**config.mk**
```make
export PLATFORM = sky130hd
export DESIGN_NAME = ata_chs_lba_address_unit_core
export DESIGN_NICKNAME = d
export VERILOG_FILES = /design/src/hdl/ataddr_pkg.sv /design/src/hdl/ata_chs_lba_address_unit_core.sv /design/src/hdl/ataddr_div.sv /design/src/hdl/ataddr_dp.sv /design/src/hdl/ataddr_ctrl.sv
export SDC_FILE = /design/constraint.sdc
export NUM_CORES = 1
export LEC_CHECK = 0
export BUFFER_PORTS_ARGS = -buffer_cell sky130_fd_sc_hd__buf_2
export CORE_UTILIZATION = 44
export CTS_CLUSTER_SIZE = 28
export DETAILED_ROUTE_END_ITERATION = 10
export SYNTH_ARGS = -nofsm -noshare
export SYNTH_HDL_FRONTEND = slang
export SYNTH_SLANG_ARGS = --single-unit
```
**constraint.sdc**
```tcl
create_clock -name clock -period 7 [get_ports clock]
set_input_delay 0 -clock clock [delete_from_list [all_inputs] [get_ports clock]]
set_output_delay 0 -clock clock [all_outputs]
set_load 0.005 [all_outputs]
```
**src/hdl/ataddr_pkg.sv**
```systemverilog
`timescale 1ns / 1ps
// ----------------------------------------------------------------------------
// ATA address unit package
// Widths, command codes, controller states and the controller/datapath
// command and status bundles shared by the address unit modules.
// ----------------------------------------------------------------------------
package ataddr_pkg;

   localparam int SECTOR_W   = 8;
   localparam int CYL_W      = 16;
   localparam int HEAD_W     = 4;
   localparam int LHEADS_W   = HEAD_W + 1;
   localparam int DISK_W     = 28;
   localparam int ADDR_W     = 28;
   localparam int DIVISOR_W  = 12;
   localparam int PARTIAL_W  = CYL_W + LHEADS_W;
   localparam int FULL_W     = PARTIAL_W + SECTOR_W;
   localparam int DIV_CNT_W  = $clog2(DISK_W);

   localparam logic [CYL_W-1:0] CYL_SAT = {CYL_W{1'b1}};

   typedef enum logic [1:0] {
      CMD_LOAD      = 2'd0,
      CMD_ADVANCE   = 2'd1,
      CMD_TRANSLATE = 2'd2,
      CMD_NONE      = 2'd3
   } command_type;

   typedef enum logic [5:0] {
      ST_IDLE = 6'b000001,
      ST_EXEC = 6'b000010,
      ST_DIV  = 6'b000100,
      ST_MUL  = 6'b001000,
      ST_SUM  = 6'b010000,
      ST_RESP = 6'b100000
   } state_type;

   typedef struct packed {
      logic capture;
      logic execute;
      logic div_start;
      logic cyl_load;
      logic mul;
      logic sum;
   } ctrl_cmd_type;

   typedef struct packed {
      logic need_div;
      logic div_done;
   } ctrl_status_type;

endpackage

```
**src/hdl/ata_chs_lba_address_unit_core.sv**
```systemverilog
`timescale 1ns / 1ps
// ----------------------------------------------------------------------------
// ATA CHS/LBA address unit
// Task-file position registers with LBA/CHS advance, geometry translation
// and linear block address reporting.
// ----------------------------------------------------------------------------
// The unit holds the current sector, cylinder, head and LBA-mode bit of an
// ATA task file plus a logical CHS geometry. Each item carries a command:
// load the address registers, advance one sector, or set the geometry from
// a head number and a sector count (the cylinder count becomes the disk
// size over heads times sectors, saturated at 65535). Every item returns
// one result: the block address of the new position, or an invalid flag
// when a CHS position lies outside the geometry, plus the registers. One
// item is worked at a time: an item that needs no divide passes through the
// execute, multiply and sum states to its result, and the unit takes the
// next item in the cycle after the result is taken. A geometry command
// with a nonzero count also runs the bit-serial divider between execute
// and multiply, one quotient bit per cycle over the 28-bit disk size.
// The disk size register may be written whenever no item is in flight.
// ----------------------------------------------------------------------------
module ata_chs_lba_address_unit_core (
   input  logic                                clock,
   input  logic                                reset,
   // configuration
   input  logic                                csr_write_enable,
   input  logic [ataddr_pkg::DISK_W-1:0]       csr_write_data,
   // request channel
   input  logic                                req_valid,
   output logic                                req_ready,
   input  logic [1:0]                          req_command,
   input  logic [ataddr_pkg::SECTOR_W-1:0]     req_sector_in,
   input  logic [ataddr_pkg::CYL_W-1:0]        req_cylinder_in,
   input  logic [ataddr_pkg::HEAD_W-1:0]       req_head_in,
   input  logic                                req_lba_mode_in,
   input  logic [ataddr_pkg::SECTOR_W-1:0]     req_count_in,
   // response channel
   output logic                                rsp_valid,
   input  logic                                rsp_ready,
   output logic [ataddr_pkg::ADDR_W-1:0]       rsp_block_address,
   output logic                                rsp_address_invalid,
   output logic [ataddr_pkg::SECTOR_W-1:0]     rsp_sector_out,
   output logic [ataddr_pkg::CYL_W-1:0]        rsp_cylinder_out,
   output logic [ataddr_pkg::HEAD_W-1:0]       rsp_head_out
);

   ataddr_pkg::ctrl_cmd_type     cmd;
   ataddr_pkg::ctrl_status_type  status;

   // sequence each item through execute, optional divide, and address math
   ataddr_ctrl u_ctrl (
      .clock     (clock),
      .reset     (reset),
      .req_valid (req_valid),
      .req_ready (req_ready),
      .rsp_valid (rsp_valid),
      .rsp_ready (rsp_ready),
      .status    (status),
      .cmd       (cmd)
   );

   // registers stay put while the response waits, so they drive the outputs
   ataddr_dp u_dp (
      .clock            (clock),
      .reset            (reset),
      .cmd              (cmd),
      .status           (status),
      .csr_write_enable (csr_write_enable),
      .csr_write_data   (csr_write_data),
      .req_command      (req_command),
      .req_sector_in    (req_sector_in),
      .req_cylinder_in  (req_cylinder_in),
      .req_head_in      (req_head_in),
      .req_lba_mode_in  (req_lba_mode_in),
      .req_count_in     (req_count_in),
      .block_address    (rsp_block_address),
      .address_invalid  (rsp_address_invalid),
      .sector_out       (rsp_sector_out),
      .cylinder_out     (rsp_cylinder_out),
      .head_out         (rsp_head_out)
   );

endmodule

```
**src/hdl/ataddr_div.sv**
```systemverilog
`timescale 1ns / 1ps
// ----------------------------------------------------------------------------
// ATA address unit divider
// Restoring radix-2 divider, one quotient bit per cycle.
// ----------------------------------------------------------------------------
module ataddr_div (
   input  logic                                clock,
   input  logic                                reset,
   input  logic                                start,
   input  logic [ataddr_pkg::DISK_W-1:0]       dividend,
   input  logic [ataddr_pkg::DIVISOR_W-1:0]    divisor,
   output logic [ataddr_pkg::DISK_W-1:0]       quotient,
   output logic                                done
);

   logic                                  busy_ff, busy_in;
   logic                                  done_ff, done_in;
   logic [ataddr_pkg::DIVISOR_W-1:0]      rem_ff, rem_in;
   logic [ataddr_pkg::DISK_W-1:0]         quo_ff, quo_in;
   logic [ataddr_pkg::DIVISOR_W-1:0]      dsr_ff, dsr_in;
   logic [ataddr_pkg::DIV_CNT_W-1:0]      cnt_ff, cnt_in;
   logic [ataddr_pkg::DIVISOR_W:0]        shifted;
   logic [ataddr_pkg::DIVISOR_W:0]        diff;
   logic                                  fits;

   assign shifted = {rem_ff, quo_ff[ataddr_pkg::DISK_W-1]};
   assign fits    = shifted >= {1'b0, dsr_ff};
   assign diff    = shifted - {1'b0, dsr_ff};

   always_comb begin
      busy_in = busy_ff;
      done_in = done_ff;
      rem_in  = rem_ff;
      quo_in  = quo_ff;
      dsr_in  = dsr_ff;
      cnt_in  = cnt_ff;
      if (start) begin
         busy_in = 1'b1;
         done_in = 1'b0;
         rem_in  = '0;
         quo_in  = dividend;
         dsr_in  = divisor;
         cnt_in  = ataddr_pkg::DIV_CNT_W'(ataddr_pkg::DISK_W - 1);
      end else if (busy_ff) begin
         // shift in one dividend bit, subtract when it fits
         rem_in = fits ? diff[ataddr_pkg::DIVISOR_W-1:0]
                       : shifted[ataddr_pkg::DIVISOR_W-1:0];
         quo_in = {quo_ff[ataddr_pkg::DISK_W-2:0], fits};
         cnt_in = cnt_ff - 1'b1;
         if (cnt_ff == '0) begin
            busy_in = 1'b0;
            done_in = 1'b1;
         end
      end
   end

   always_ff @(posedge clock) begin
      if (reset) begin
         busy_ff <= 1'b0;
         done_ff <= 1'b0;
      end else begin
         busy_ff <= busy_in;
         done_ff <= done_in;
      end
      rem_ff <= rem_in;
      quo_ff <= quo_in;
      dsr_ff <= dsr_in;
      cnt_ff <= cnt_in;
   end

   assign quotient = quo_ff;
   assign done     = done_ff;

endmodule

```
**src/hdl/ataddr_dp.sv**
```systemverilog
`timescale 1ns / 1ps
// ----------------------------------------------------------------------------
// ATA address unit datapath
// Task-file position, translation geometry, divider and address arithmetic.
// ----------------------------------------------------------------------------
module ataddr_dp (
   input  logic                                clock,
   input  logic                                reset,
   input  ataddr_pkg::ctrl_cmd_type            cmd,
   output ataddr_pkg::ctrl_status_type         status,
   input  logic                                csr_write_enable,
   input  logic [ataddr_pkg::DISK_W-1:0]       csr_write_data,
   input  logic [1:0]                          req_command,
   input  logic [ataddr_pkg::SECTOR_W-1:0]     req_sector_in,
   input  logic [ataddr_pkg::CYL_W-1:0]        req_cylinder_in,
   input  logic [ataddr_pkg::HEAD_W-1:0]       req_head_in,
   input  logic                                req_lba_mode_in,
   input  logic [ataddr_pkg::SECTOR_W-1:0]     req_count_in,
   output logic [ataddr_pkg::ADDR_W-1:0]       block_address,
   output logic                                address_invalid,
   output logic [ataddr_pkg::SECTOR_W-1:0]     sector_out,
   output logic [ataddr_pkg::CYL_W-1:0]        cylinder_out,
   output logic [ataddr_pkg::HEAD_W-1:0]       head_out
);

   // captured item
   ataddr_pkg::command_type               cmd_ff;
   logic [ataddr_pkg::SECTOR_W-1:0]       sector_q_ff;
   logic [ataddr_pkg::CYL_W-1:0]          cyl_q_ff;
   logic [ataddr_pkg::HEAD_W-1:0]         head_q_ff;
   logic                                  lba_q_ff;
   logic [ataddr_pkg::SECTOR_W-1:0]       count_q_ff;

   // architectural state
   logic [ataddr_pkg::DISK_W-1:0]         disk_ff;
   logic [ataddr_pkg::SECTOR_W-1:0]       sector_ff, sector_in;
   logic [ataddr_pkg::CYL_W-1:0]          cyl_ff, cyl_in;
   logic [ataddr_pkg::HEAD_W-1:0]         head_ff, head_in;
   logic                                  lba_ff, lba_in;
   logic [ataddr_pkg::LHEADS_W-1:0]       lheads_ff, lheads_in;
   logic [ataddr_pkg::SECTOR_W-1:0]       lsecs_ff, lsecs_in;
   logic [ataddr_pkg::CYL_W-1:0]          lcyls_ff, lcyls_in;

   // arithmetic
   logic [ataddr_pkg::PARTIAL_W-1:0]      partial_ff;
   logic [ataddr_pkg::ADDR_W-1:0]         block_ff, block_in;
   logic                                  bad_ff;

   logic [ataddr_pkg::ADDR_W-1:0]         lba_addr;
   logic [ataddr_pkg::ADDR_W-1:0]         lba_next;
   logic [ataddr_pkg::LHEADS_W-1:0]       heads_new;
   logic [ataddr_pkg::LHEADS_W+ataddr_pkg::SECTOR_W-1:0] div_prod;
   logic [ataddr_pkg::DISK_W-1:0]         quotient;
   logic                                  div_done;
   logic [ataddr_pkg::CYL_W-1:0]          cyl_sat;
   logic [ataddr_pkg::FULL_W-1:0]         chs_full;
   logic                                  bad;

   assign lba_addr  = {head_ff, cyl_ff, sector_ff};
   assign lba_next  = lba_addr + 1'b1;
   assign heads_new = ataddr_pkg::LHEADS_W'(head_q_ff) + ataddr_pkg::LHEADS_W'(1);
   assign div_prod  = heads_new * count_q_ff;

   assign status.need_div = (cmd_ff == ataddr_pkg::CMD_TRANSLATE) && (count_q_ff != '0);
   assign status.div_done = div_done;

   ataddr_div u_div (
      .clock    (clock),
      .reset    (reset),
      .start    (cmd.div_start),
      .dividend (disk_ff),
      .divisor  (ataddr_pkg::DIVISOR_W'(div_prod)),
      .quotient (quotient),
      .done     (div_done)
   );

   assign cyl_sat = (quotient >= ataddr_pkg::DISK_W'(ataddr_pkg::CYL_SAT))
                    ? ataddr_pkg::CYL_SAT : quotient[ataddr_pkg::CYL_W-1:0];

   // next state of the task-file registers and geometry
   always_comb begin
      sector_in = sector_ff;
      cyl_in    = cyl_ff;
      head_in   = head_ff;
      lba_in    = lba_ff;
      lheads_in = lheads_ff;
      lsecs_in  = lsecs_ff;
      lcyls_in  = lcyls_ff;
      if (cmd.execute) begin
         unique case (cmd_ff)
            ataddr_pkg::CMD_LOAD: begin
               sector_in = sector_q_ff;
               cyl_in    = cyl_q_ff;
               head_in   = head_q_ff;
               lba_in    = lba_q_ff;
            end
            ataddr_pkg::CMD_ADVANCE: begin
               if (lba_ff) begin
                  {head_in, cyl_in, sector_in} = lba_next;
               end else if (sector_ff == lsecs_ff) begin
                  sector_in = ataddr_pkg::SECTOR_W'(1);
                  if (ataddr_pkg::LHEADS_W'(head_ff) == lheads_ff - 1'b1) begin
                     head_in = '0;
                     cyl_in  = (cyl_ff == lcyls_ff - 1'b1) ? '0 : cyl_ff + 1'b1;
                  end else begin
                     head_in = head_ff + 1'b1;
                  end
               end else begin
                  sector_in = sector_ff + 1'b1;
               end
            end
            ataddr_pkg::CMD_TRANSLATE: begin
               lheads_in = heads_new;
               lsecs_in  = count_q_ff;
            end
            default: begin
            end
         endcase
      end
      if (cmd.cyl_load) begin
         lcyls_in = cyl_sat;
      end
   end

   assign bad = !lba_ff &&
                ((sector_ff == '0) || (sector_ff > lsecs_ff) || (cyl_ff >= lcyls_ff) ||
                 (ataddr_pkg::LHEADS_W'(head_ff) >= lheads_ff));

   assign chs_full = ataddr_pkg::FULL_W'(partial_ff) * ataddr_pkg::FULL_W'(lsecs_ff)
                     + ataddr_pkg::FULL_W'(sector_ff) - ataddr_pkg::FULL_W'(1);

   always_comb begin
      if (lba_ff) begin
         block_in = lba_addr;
      end else if (bad) begin
         block_in = '0;
      end else begin
         block_in = chs_full[ataddr_pkg::ADDR_W-1:0];
      end
   end

   always_ff @(posedge clock) begin
      if (reset) begin
         disk_ff   <= '0;
         sector_ff <= ataddr_pkg::SECTOR_W'(1);
         cyl_ff    <= '0;
         head_ff   <= '0;
         lba_ff    <= 1'b0;
         lheads_ff <= '0;
         lsecs_ff  <= '0;
         lcyls_ff  <= '0;
      end else begin
         if (csr_write_enable) begin
            disk_ff <= csr_write_data;
         end
         sector_ff <= sector_in;
         cyl_ff    <= cyl_in;
         head_ff   <= head_in;
         lba_ff    <= lba_in;
         lheads_ff <= lheads_in;
         lsecs_ff  <= lsecs_in;
         lcyls_ff  <= lcyls_in;
      end
   end

   always_ff @(posedge clock) begin
      if (cmd.capture) begin
         cmd_ff      <= ataddr_pkg::command_type'(req_command);
         sector_q_ff <= req_sector_in;
         cyl_q_ff    <= req_cylinder_in;
         head_q_ff   <= req_head_in;
         lba_q_ff    <= req_lba_mode_in;
         count_q_ff  <= req_count_in;
      end
      if (cmd.mul) begin
         partial_ff <= ataddr_pkg::PARTIAL_W'(cyl_ff) * ataddr_pkg::PARTIAL_W'(lheads_ff)
                       + ataddr_pkg::PARTIAL_W'(head_ff);
      end
      if (cmd.sum) begin
         block_ff <= block_in;
         bad_ff   <= bad;
      end
   end

   assign block_address   = block_ff;
   assign address_invalid = bad_ff;
   assign sector_out      = sector_ff;
   assign cylinder_out    = cyl_ff;
   assign head_out        = head_ff;

endmodule

```
**src/hdl/ataddr_ctrl.sv**
```systemverilog
`timescale 1ns / 1ps
// ----------------------------------------------------------------------------
// ATA address unit controller
// Sequences capture, execute, divide, multiply, sum and response for one item.
// ----------------------------------------------------------------------------
module ataddr_ctrl (
   input  logic                          clock,
   input  logic                          reset,
   input  logic                          req_valid,
   output logic                          req_ready,
   output logic                          rsp_valid,
   input  logic                          rsp_ready,
   input  ataddr_pkg::ctrl_status_type   status,
   output ataddr_pkg::ctrl_cmd_type      cmd
);

   ataddr_pkg::state_type state_ff, state_in;

   always_comb begin
      state_in = state_ff;
      unique case (state_ff)
         ataddr_pkg::ST_IDLE: if (req_valid) state_in = ataddr_pkg::ST_EXEC;
         ataddr_pkg::ST_EXEC: state_in = status.need_div ? ataddr_pkg::ST_DIV
                                                         : ataddr_pkg::ST_MUL;
         ataddr_pkg::ST_DIV:  if (status.div_done) state_in = ataddr_pkg::ST_MUL;
         ataddr_pkg::ST_MUL:  state_in = ataddr_pkg::ST_SUM;
         ataddr_pkg::ST_SUM:  state_in = ataddr_pkg::ST_RESP;
         ataddr_pkg::ST_RESP: if (rsp_ready) state_in = ataddr_pkg::ST_IDLE;
         default:             state_in = ataddr_pkg::ST_IDLE;
      endcase
   end

   always_ff @(posedge clock) begin
      if (reset) begin
         state_ff <= ataddr_pkg::ST_IDLE;
      end else begin
         state_ff <= state_in;
      end
   end

   assign req_ready     = (state_ff == ataddr_pkg::ST_IDLE);
   assign rsp_valid     = (state_ff == ataddr_pkg::ST_RESP);
   assign cmd.capture   = req_ready && req_valid;
   assign cmd.execute   = (state_ff == ataddr_pkg::ST_EXEC);
   assign cmd.div_start = (state_ff == ataddr_pkg::ST_EXEC) && status.need_div;
   assign cmd.cyl_load  = (state_ff == ataddr_pkg::ST_DIV) && status.div_done;
   assign cmd.mul       = (state_ff == ataddr_pkg::ST_MUL);
   assign cmd.sum       = (state_ff == ataddr_pkg::ST_SUM);

endmodule
```
After elaboration in Yosys (flattened, before gate mapping)
Index checks and enable logic that the tools add are counted.
- register bits: 240
- input bits: 72
- output and inout bits: 59
- word-level logic and storage cells: 109
- add/sub/neg operators: 12
- $mul: 3
- $lt $le $gt $ge: 5
- equal/unequal tests: 16
- multiplexer cells: 26
- reduce and logical (&&, ||, !) cells: 23
- operator list (operator ; number):
    $mux W28 ; 4
    $mux W16 ; 5
    $pmux W6 S6 ; 1
    $pmux W16 S2 ; 1
    $add A28 B1 Y28 const B ; 1
    $add A28 B8 Y28 ; 1
    $ge A28 B16 Y1 const B ; 1
    $mul A21 B8 Y28 ; 1
    $sub A28 B1 Y28 const B ; 1
    $add A21 B4 Y21 ; 1
    $mul A16 B5 Y21 ; 1
    $mux W6 ; 3
    $add A16 B1 Y16 const B ; 1
    $eq A16 B16 Y1 ; 1
    $ge A16 B16 Y1 ; 1
    $mux W4 ; 4
    $mux W8 ; 2
    $pmux W8 S2 ; 1
    $sub A16 B1 Y16 const B ; 1
    $ge A13 B12 Y1 ; 1
    $mul A5 B8 Y12 ; 1
    $mux W12 ; 1
    $sub A12 B12 Y12 ; 1
    $sub A5 B1 Y5 const B ; 2
    32 further kinds ; 47

Longest topological paths before layout
Gate-level depths: netlist of run 1.
- word-level depth: 7
- depth in mapped cells: 19

By module
A second synthesis of run 1 with hierarchy kept.
- cells, all modules: 2276
- area, all modules: 21431.8 um2
- modules (own cells, without submodules) (module ; instances ; cells an instance ; area each (um2) ; seq. area each (um2)):
    ataddr_dp ; 1 ; 1978 ; 18081.1 ; 4394.2
    ataddr_div ; 1 ; 260 ; 3004.1 ; 1581.5
    ataddr_ctrl ; 1 ; 38 ; 346.6 ; 120.1

Least setup slack after synthesis of run 1
No wires, ideal clock.
- kind: register -> register
- start: register u_dp.lsecs_ff[2] (netlist bit)
- end: register u_dp.block_ff, in the netlist u_dp.block_address[27] (data pin)
- library setup time: 0.261 ns
- data arrival time: 5.329 ns
- data required time: 6.739 ns
- setup slack: 1.410 ns
- stages on the path, launching flop included: 20
- period minus slack after synthesis: 5.590 ns
- cells stage by stage: dfxtp_1 -> clkbuf_1 -> nand2_1 -> fa_1 -> inv_1 -> fa_1 -> fa_1 -> fa_1 -> inv_1 -> fa_1 -> inv_1 -> ha_1 -> o21a_1 -> a21oi_1 -> a211oi_1 -> o21ai_0 -> and4_1 -> o31ai_1 -> mux2i_1 -> a221o_1
- cells in the longest elaborated chain, start to end: 7
- ends and longest elaborated chain (element ; line ; source):
    start: declaration ; ataddr_dp.sv:41 ; logic [ataddr_pkg::SECTOR_W-1:0] lsecs_ff, lsecs_in;
    start signal: assignment ; ataddr_dp.sv:161 ; lsecs_ff <= lsecs_in;
    branches (longest 5 deep; another with $mul A21 B8 Y28) ; - ;
    $mux W28 (*) ; ataddr_dp.sv:135 ; end else if (bad) begin
    $mux W28 (*) ; ataddr_dp.sv:133 ; if (lba_ff) begin
    net u_dp.block_in, one bit ; ataddr_dp.sv:46 ; logic [ataddr_pkg::ADDR_W-1:0] block_ff, block_in;
    end signal: assignment ; ataddr_dp.sv:180 ; block_ff <= block_in;
    end: declaration ; ataddr_dp.sv:46 ;
Mark *: on every way through the listed nets, which the timed path passes.
A chain may end at the register's enable or synchronous reset.

Final worst setup path of run 1
Ends and elaborated chain as after synthesis.

==> impl_metrics.toml, run 1 <==
[sta]
finalHoldViolations = 0
setup_viol = 0
slew_headroom_pct = 25.1
rsz0062_at_grt = "false"
worst_slew_pin_slew_ns = 1.11
fin_ws_ns = 0.633
slew_viol_final = 0
max_clock_freq_mhz = 157
post-route-period-util_pct = 91.0
fin_worst_skew_ns = 0.0160
period_minus_slack_ns = 6.37
setup_tns_ns = 0

[routing]
drc = 0
viasPerCell = 5.44
routedWlPerCell_um = 17.8
top_layer_used = "met4"
detail-route-antenna-nets = 0
met2_length_mm = 26.4
routed_wl_mm = 55.3
met1_length_mm = 25.0
drtIter0Drc = 1083
route.met3.wl_mm = 2.75
vias = 16900
firstDrtPassIters = 5

[place]
dpl.hpwl_mm = 42.0
dp_cells = 2963
gp_congestion = 0.894
place_ws_ns = 0.679
portBuffers = 130

[finish]
fillers = 4360
areaGrowthSynthToFinish_pct = 14.0
stdcell_count = 3100
final_nets = 2915
drive_gt1_share_pct = 9.74
diodes = 0

[worst_setup_path]
ff2ff_setup_slack_ns = 0.63
crit_type = "reg2reg"
start_kind = "flip-flop"
path_max_fanout = 23
worstPathArrival_ns = 6.69
end_kind = "flip-flop"
required_ns = 7.33

[synth]
async_reset_ff_share_pct = 0
yosysSeqAreaShare_pct = 28.6
syn_area_um2 = 21300
synth_area_per_cell_um2 = 9.24
synthDistinctLibCells = 76
synth_seq_cells = 240
synth_ff_type = "edfxtp_1"
synth-edff-count = 129
synth_warnings = 0
syn_inst = 2304
synth_nets = 2757

[grt]
grtUsageTotal_pct = 22.8
grt_pass1_wl_mm = 91.3
grt_max_degree = 65
antenna_found_initial = 0
overflow = 0
grt_pass1_vias = 17400

[hold_path]
min_path_type = "in2reg"

[power_and_ir_drop]
vdd_drop_max_mv = 0.192
p_leak_nw = 10.9
power_density_nw_per_um2 = 215

[floorplanning]
dieArea_um2 = 49300
rows = 80
core_area_um2 = 47700
die_x_um = 222
io_pins = 131
dieHeight_um = 222
initial_utilization_pct = 44.6

[cts]
clk_latency_ns = 0.59
cts_tree = "built"
htreeDepth = 1
cts_sinks = 240
clkTransAtPathRegs_ns = 0.06
numCtsBuffers = 29
cts_root_buf = "clkbuf_16"
cts_max_path_buffers = 3

[status]
outcome = "finished, final reports clean"

[run]
maxCapViolCount = 0
==> timing repair <==
action / CTS / global route
endpoints found under the hold margin: 70 / 0
setup endpoints to repair: 0 / 0
buffers inserted: 0 / 0
hold buffers: 83 / 0
resized for setup: 0 / 0
==> registers in the layout, summed over array words and instances (netlist names), 12 cells and up <==
| register | flops |
|---|---|
| u_dp.partial_ff | 21 |
| u_dp.u_div.rem_ff | 12 |
| u_dp.u_div.dsr_ff | 12 |
| u_dp.block_address | 28 |
| u_dp.cylinder_out | 16 |
| u_dp.cyl_q_ff | 16 |
| u_dp.lcyls_ff | 16 |
| u_dp.disk_ff | 28 |
| u_dp.u_div.quotient | 28 |
==> stage by stage <==
step                      utilization, %  hold WS [ns]  instance area (µm²)  total power, mW
after floorplan                        -        0.0989                21300             3.24
after global placement              47.1         0.177                22500             3.67
after detailed placement            47.1         0.178                22500             3.69
after CTS                           50.8        0.0715                24300             5.27
after global routing                50.8         0.109                24300             5.59
final                               50.8        0.0928                24300             5.23
==> layout by cell type (no fill, tap or decap), types with 9 or more instances in the layout <==
cell and count:
a211oi_1 17, a21o_1 25, a21oi_1 79, a31oi_1 25, and2_1 110, and3_1 16
buf_2 130, buf_4 19, clkbuf_16 29, clkinv_2 9, dfxtp_1 110, dlygate4sd3_1 83
edfxtp_1 129, fa_1 189, ha_1 192, inv_1 264, mux2i_1 32, nand2_1 361
nand2b_1 21, nand3_1 38, nand4_1 21, nor2_1 113, nor2b_1 21, nor3_1 33
nor4_1 28, o211ai_1 12, o21a_1 13, o21ai_0 64, o221a_2 17, o22ai_1 10
o31ai_1 18, or2_2 9, or3_1 20, xnor2_1 62, xor2_1 29
==> worst max-delay path, stage by stage (launching register included) <==
cell,delay [ns]
dfxtp_1,0.86
nand2_1,0.17
fa_1,0.57
inv_1,0.05
fa_1,0.52
fa_1,0.44
fa_1,0.54
inv_1,0.05
fa_1,0.49
inv_1,0.04
ha_1,0.32
or2_2,0.13
a31oi_1,0.10
a211oi_1,0.44
o21ai_0,0.27
and4_1,0.25
o31ai_1,0.40
mux2i_1,0.14
a221o_1,0.32
==> cells by family (layout without fill, tap and decap cells) <==
kind of cell / count (synthesis) / count (layout) / share of synthesized area, %
simple gates: 824 / 824 / 18.6
xor+xnor: 93 / 93 / 3.96
flops: 240 / 240 / 28.6
mux: 32 / 32 / 1.50
buf+inv: 372 / 553 / 6.60
fa+ha+maj: 381 / 381 / 29.1
compound gates: 362 / 362 / 11.6
==> report_power, final <==
| part | leakage [nW] | internal, mW | switching (mW) | total, mW |
|---|---|---|---|---|
| combinational | 8.31 | 0.865 | 1.09 | 1.95 |
| clock | 0.486 | 0.881 | 0.632 | 1.51 |
| sequential | 2.12 | 1.64 | 0.122 | 1.76 |
==> layout make-up <==
type / count / area, µm² / area share [%]
Inverter: 267 / 1000 / 4.13
Timing Repair Buffer: 232 / 1620 / 6.69
Tap cell: 615 / 769 / 3.17
Clock buffer: 36 / 792 / 3.26
Sequential cell: 240 / 6100 / 25.1
Clock inverter: 18 / 168 / 0.691
Multi-Input combinational cell: 1692 / 13800 / 56.9
==> synth_stat cells, types with 33 or more instances <==
cell,instances,share of area [%]
nor2_1,113,2.0
a21oi_1,79,1.9
xnor2_1,62,2.6
fa_1,189,18
nor3_1,33,0.78
o21ai_0,64,1.5
clkbuf_1,97,1.7
nand2_1,361,6.4
edfxtp_1,129,18
dfxtp_1,111,10
ha_1,192,11
nand3_1,38,0.89
inv_1,264,4.7
and2_1,111,3.3
==> layer usage <==
layer,global-route usage (%),vias up
li1,-,8153
met1,29.9,8249
met2,39.5,374
met3,3.53,75
met4,5.49,0
met5,0,-
==> final timing paths <==
| kind | cells past startpoint | start | end |
|---|---|---|---|
| min | 3 | csr_write_enable | u_dp.disk_ff[16]$_SDFFE_PP0P_ |
| max reg2reg | 18 | u_dp.lsecs_ff[2]$_SDFFE_PP0P_ | u_dp.block_address[27]$_DFFE_PP_ |
| min reg2reg | 2 | u_dp.u_div.rem_ff[6]$_SDFFE_PP0P_ | u_dp.u_div.rem_ff[7]$_SDFFE_PP0P_ |
| max | 18 | u_dp.lsecs_ff[2]$_SDFFE_PP0P_ | u_dp.block_address[27]$_DFFE_PP_ |
Note: power is estimated with default switching activity, not from simulation.
==> run 2, diff against run 1 <==
CORE_UTILIZATION = 35   (was 44)
RECOVER_POWER = 50   (was default)
==> impl_metrics.toml, run 2 (same netlist as run 1, synthesis figures left out) <==
[status]
outcome = "complete, but fails checks"
violations = "capacitance limit, slew limit"

[cts]
cts_tree = "built"
clkTransAtPathRegs_ns = 0.06
cts_root_buf = "clkbuf_16"
clk_latency_ns = 0.60
cts_sinks = 240
ctsResizeCount = 0
htreeDepth = 1
cts_max_path_buffers = 3
numCtsBuffers = 29

[worst_setup_path]
cp_num_cells = 18
worstPathArrival_ns = 6.64
crit_type = "reg2reg"
cp_slowest_cell = "dfxtp_1"
end_kind = "flip-flop"
worst-path-buf-inv = 3
rr_worst_depth = 18
start_kind = "flip-flop"
crit_path_max_incr_delay_ns = 0.83
crit_top_cell = "fa_1"
required_ns = 7.34
path_max_fanout = 23
cp_cell_sequence = "nand2_1, fa_1, inv_1, fa_1, fa_1, fa_1, inv_1, fa_1, inv_1, ha_1, o21a_1, a21oi_1, a211oi_1, o21ai_0, and4_1, o31ai_1, mux2i_1, a221o_1"
cp_top_family = "adder cells"

[finish]
final_nets = 2913
drive_gt1_share_pct = 7.25
final_util_pct = 40.5
areaGrowthSynthToFinish_pct = 14.6
layout_commonest_cell = "nand2_1"
layout_common_cells = "361 x nand2_1, 264 x inv_1, 192 x ha_1"
design_area_um2 = 24400

[sta]
period_minus_slack_ns = 6.29
finalHoldViolations = 0
post-route-period-util_pct = 89.9
setup_tns_ns = 0
setup_viol = 0
slew_headroom_pct = -116
worst_slew_pin_slew_ns = 3.24
rsz0062_at_grt = "false"
slew_viol_final = 135
fin_worst_skew_ns = 0.0186
max_clock_freq_mhz = 159

[power_and_ir_drop]
p_sw_mw = 1.84
power.share.combinational_pct = 37.3
swShare_pct = 35.3
clkPwrFrac_pct = 28.8
p_leak_nw = 10.7
power_density_nw_per_um2 = 214
internal-power_mw = 3.38
seqPwrFrac_pct = 33.9
vdd_drop_max_mv = 0.169

[place]
placed_cell_area_um2 = 22700
dpl.hpwl_mm = 43.2
portBuffers = 130
gp_congestion = 0.837

[grt]
grtUsageTotal_pct = 18.3
grt_pass1_vias = 17500
overflow = 0
antenna_found_initial = 1
grt_pass1_wl_mm = 92.3
grt_max_degree = 65

[floorplanning]
dieHeight_um = 249
core_area_um2 = 60200
die_x_um = 249
io_pins = 131
rows = 90
dieArea_um2 = 61800
initial_utilization_pct = 35.3

[routing]
drc = 0
routed_wl_mm = 56.1
detail-route-antenna-nets = 0
viasPerCell = 5.19
routedWlPerCell_um = 17.2
vias = 17000
drtIter0Drc = 769
firstDrtPassIters = 5

[hold_path]
min_path_type = "in2reg"
hold_depth = 3

[run]
maxCapViolCount = 3
==> run 2: changes by cell type in the layout (fill, tap and decap cells not counted), sizes merged <==
| cell | before | now |
|---|---|---|
| buf | 149 | 87 |
| clkbuf | 36 | 97 |
| bufinv | 2 | 0 |
| inv | 267 | 269 |
| clkinv | 16 | 15 |
| diode | 0 | 1 |
==> run 2: final timing paths <==
path	startpoint	to	slack [ns]
min reg2reg	u_dp.u_div.rem_ff[2]$_SDFFE_PP0P_	u_dp.u_div.rem_ff[3]$_SDFFE_PP0P_	0.48
max reg2reg	u_dp.lsecs_ff[2]$_SDFFE_PP0P_	u_dp.block_address[27]$_DFFE_PP_	0.71
max	u_dp.lsecs_ff[2]$_SDFFE_PP0P_	u_dp.block_address[27]$_DFFE_PP_	0.71
min	csr_write_enable	u_dp.disk_ff[26]$_SDFFE_PP0P_	0.08
==> run 2: timing repair <==
action / CTS / global route
hold buffers: 83 / 0
endpoints found under the hold margin: 70 / 0
buffers inserted: 0 / 0
==> run 2: tightest hold or removal path, delay by kind of cell <==
kind | cells | cell delay [ns]
mux | 1 | 0.20
buf+inv | 1 | 0.35
simple gates | 1 | 0.07
==> run 2: per-layer routing <==
metal,track usage [%],vias up,share of wire (%)
li1,-,8131,-
met1,24.1,8402,45
met2,31.4,368,48
met3,2.96,64,5.2
met4,3.76,0,1.8
met5,0,-,0
==> run 2: cell type report <==
class	count	area [µm²]
inverters	267	1000
fillers	5950	35900
repair buffers	230	1530
well taps	782	978
flip-flops and latches	240	6100
clock buffers	37	855
clock inverters	17	118
diodes	1	2.50
multi-input cells	1692	13800
==> run 2: metrics by stage <==
stage / power, mW / std cells / setup WS [ns] / hold WS, ns
6_report: 5.22 / 3266 / 0.706 / 0.0837
5_1_grt: 5.59 / 3266 / 0.293 / 0.105
4_1_cts: 5.27 / 3265 / 0.722 / 0.0651
3_5_place_dp: 3.69 / 3128 / 0.735 / 0.179
3_3_place_gp: 3.66 / 3128 / 0.777 / 0.177
2_1_floorplan: 3.24 / 2304 / 1.41 / 0.0989
==> run 2: power by group through the flow <==
stage	Combinational, mW	Clock (mW)	Sequential [mW]
finish	1.94	1.50	1.77
global route	2.21	1.59	1.79
CTS	1.96	1.55	1.77
detailed placement	1.89	0	1.79
global placement	1.87	0	1.79
floorplan	1.51	0	1.73
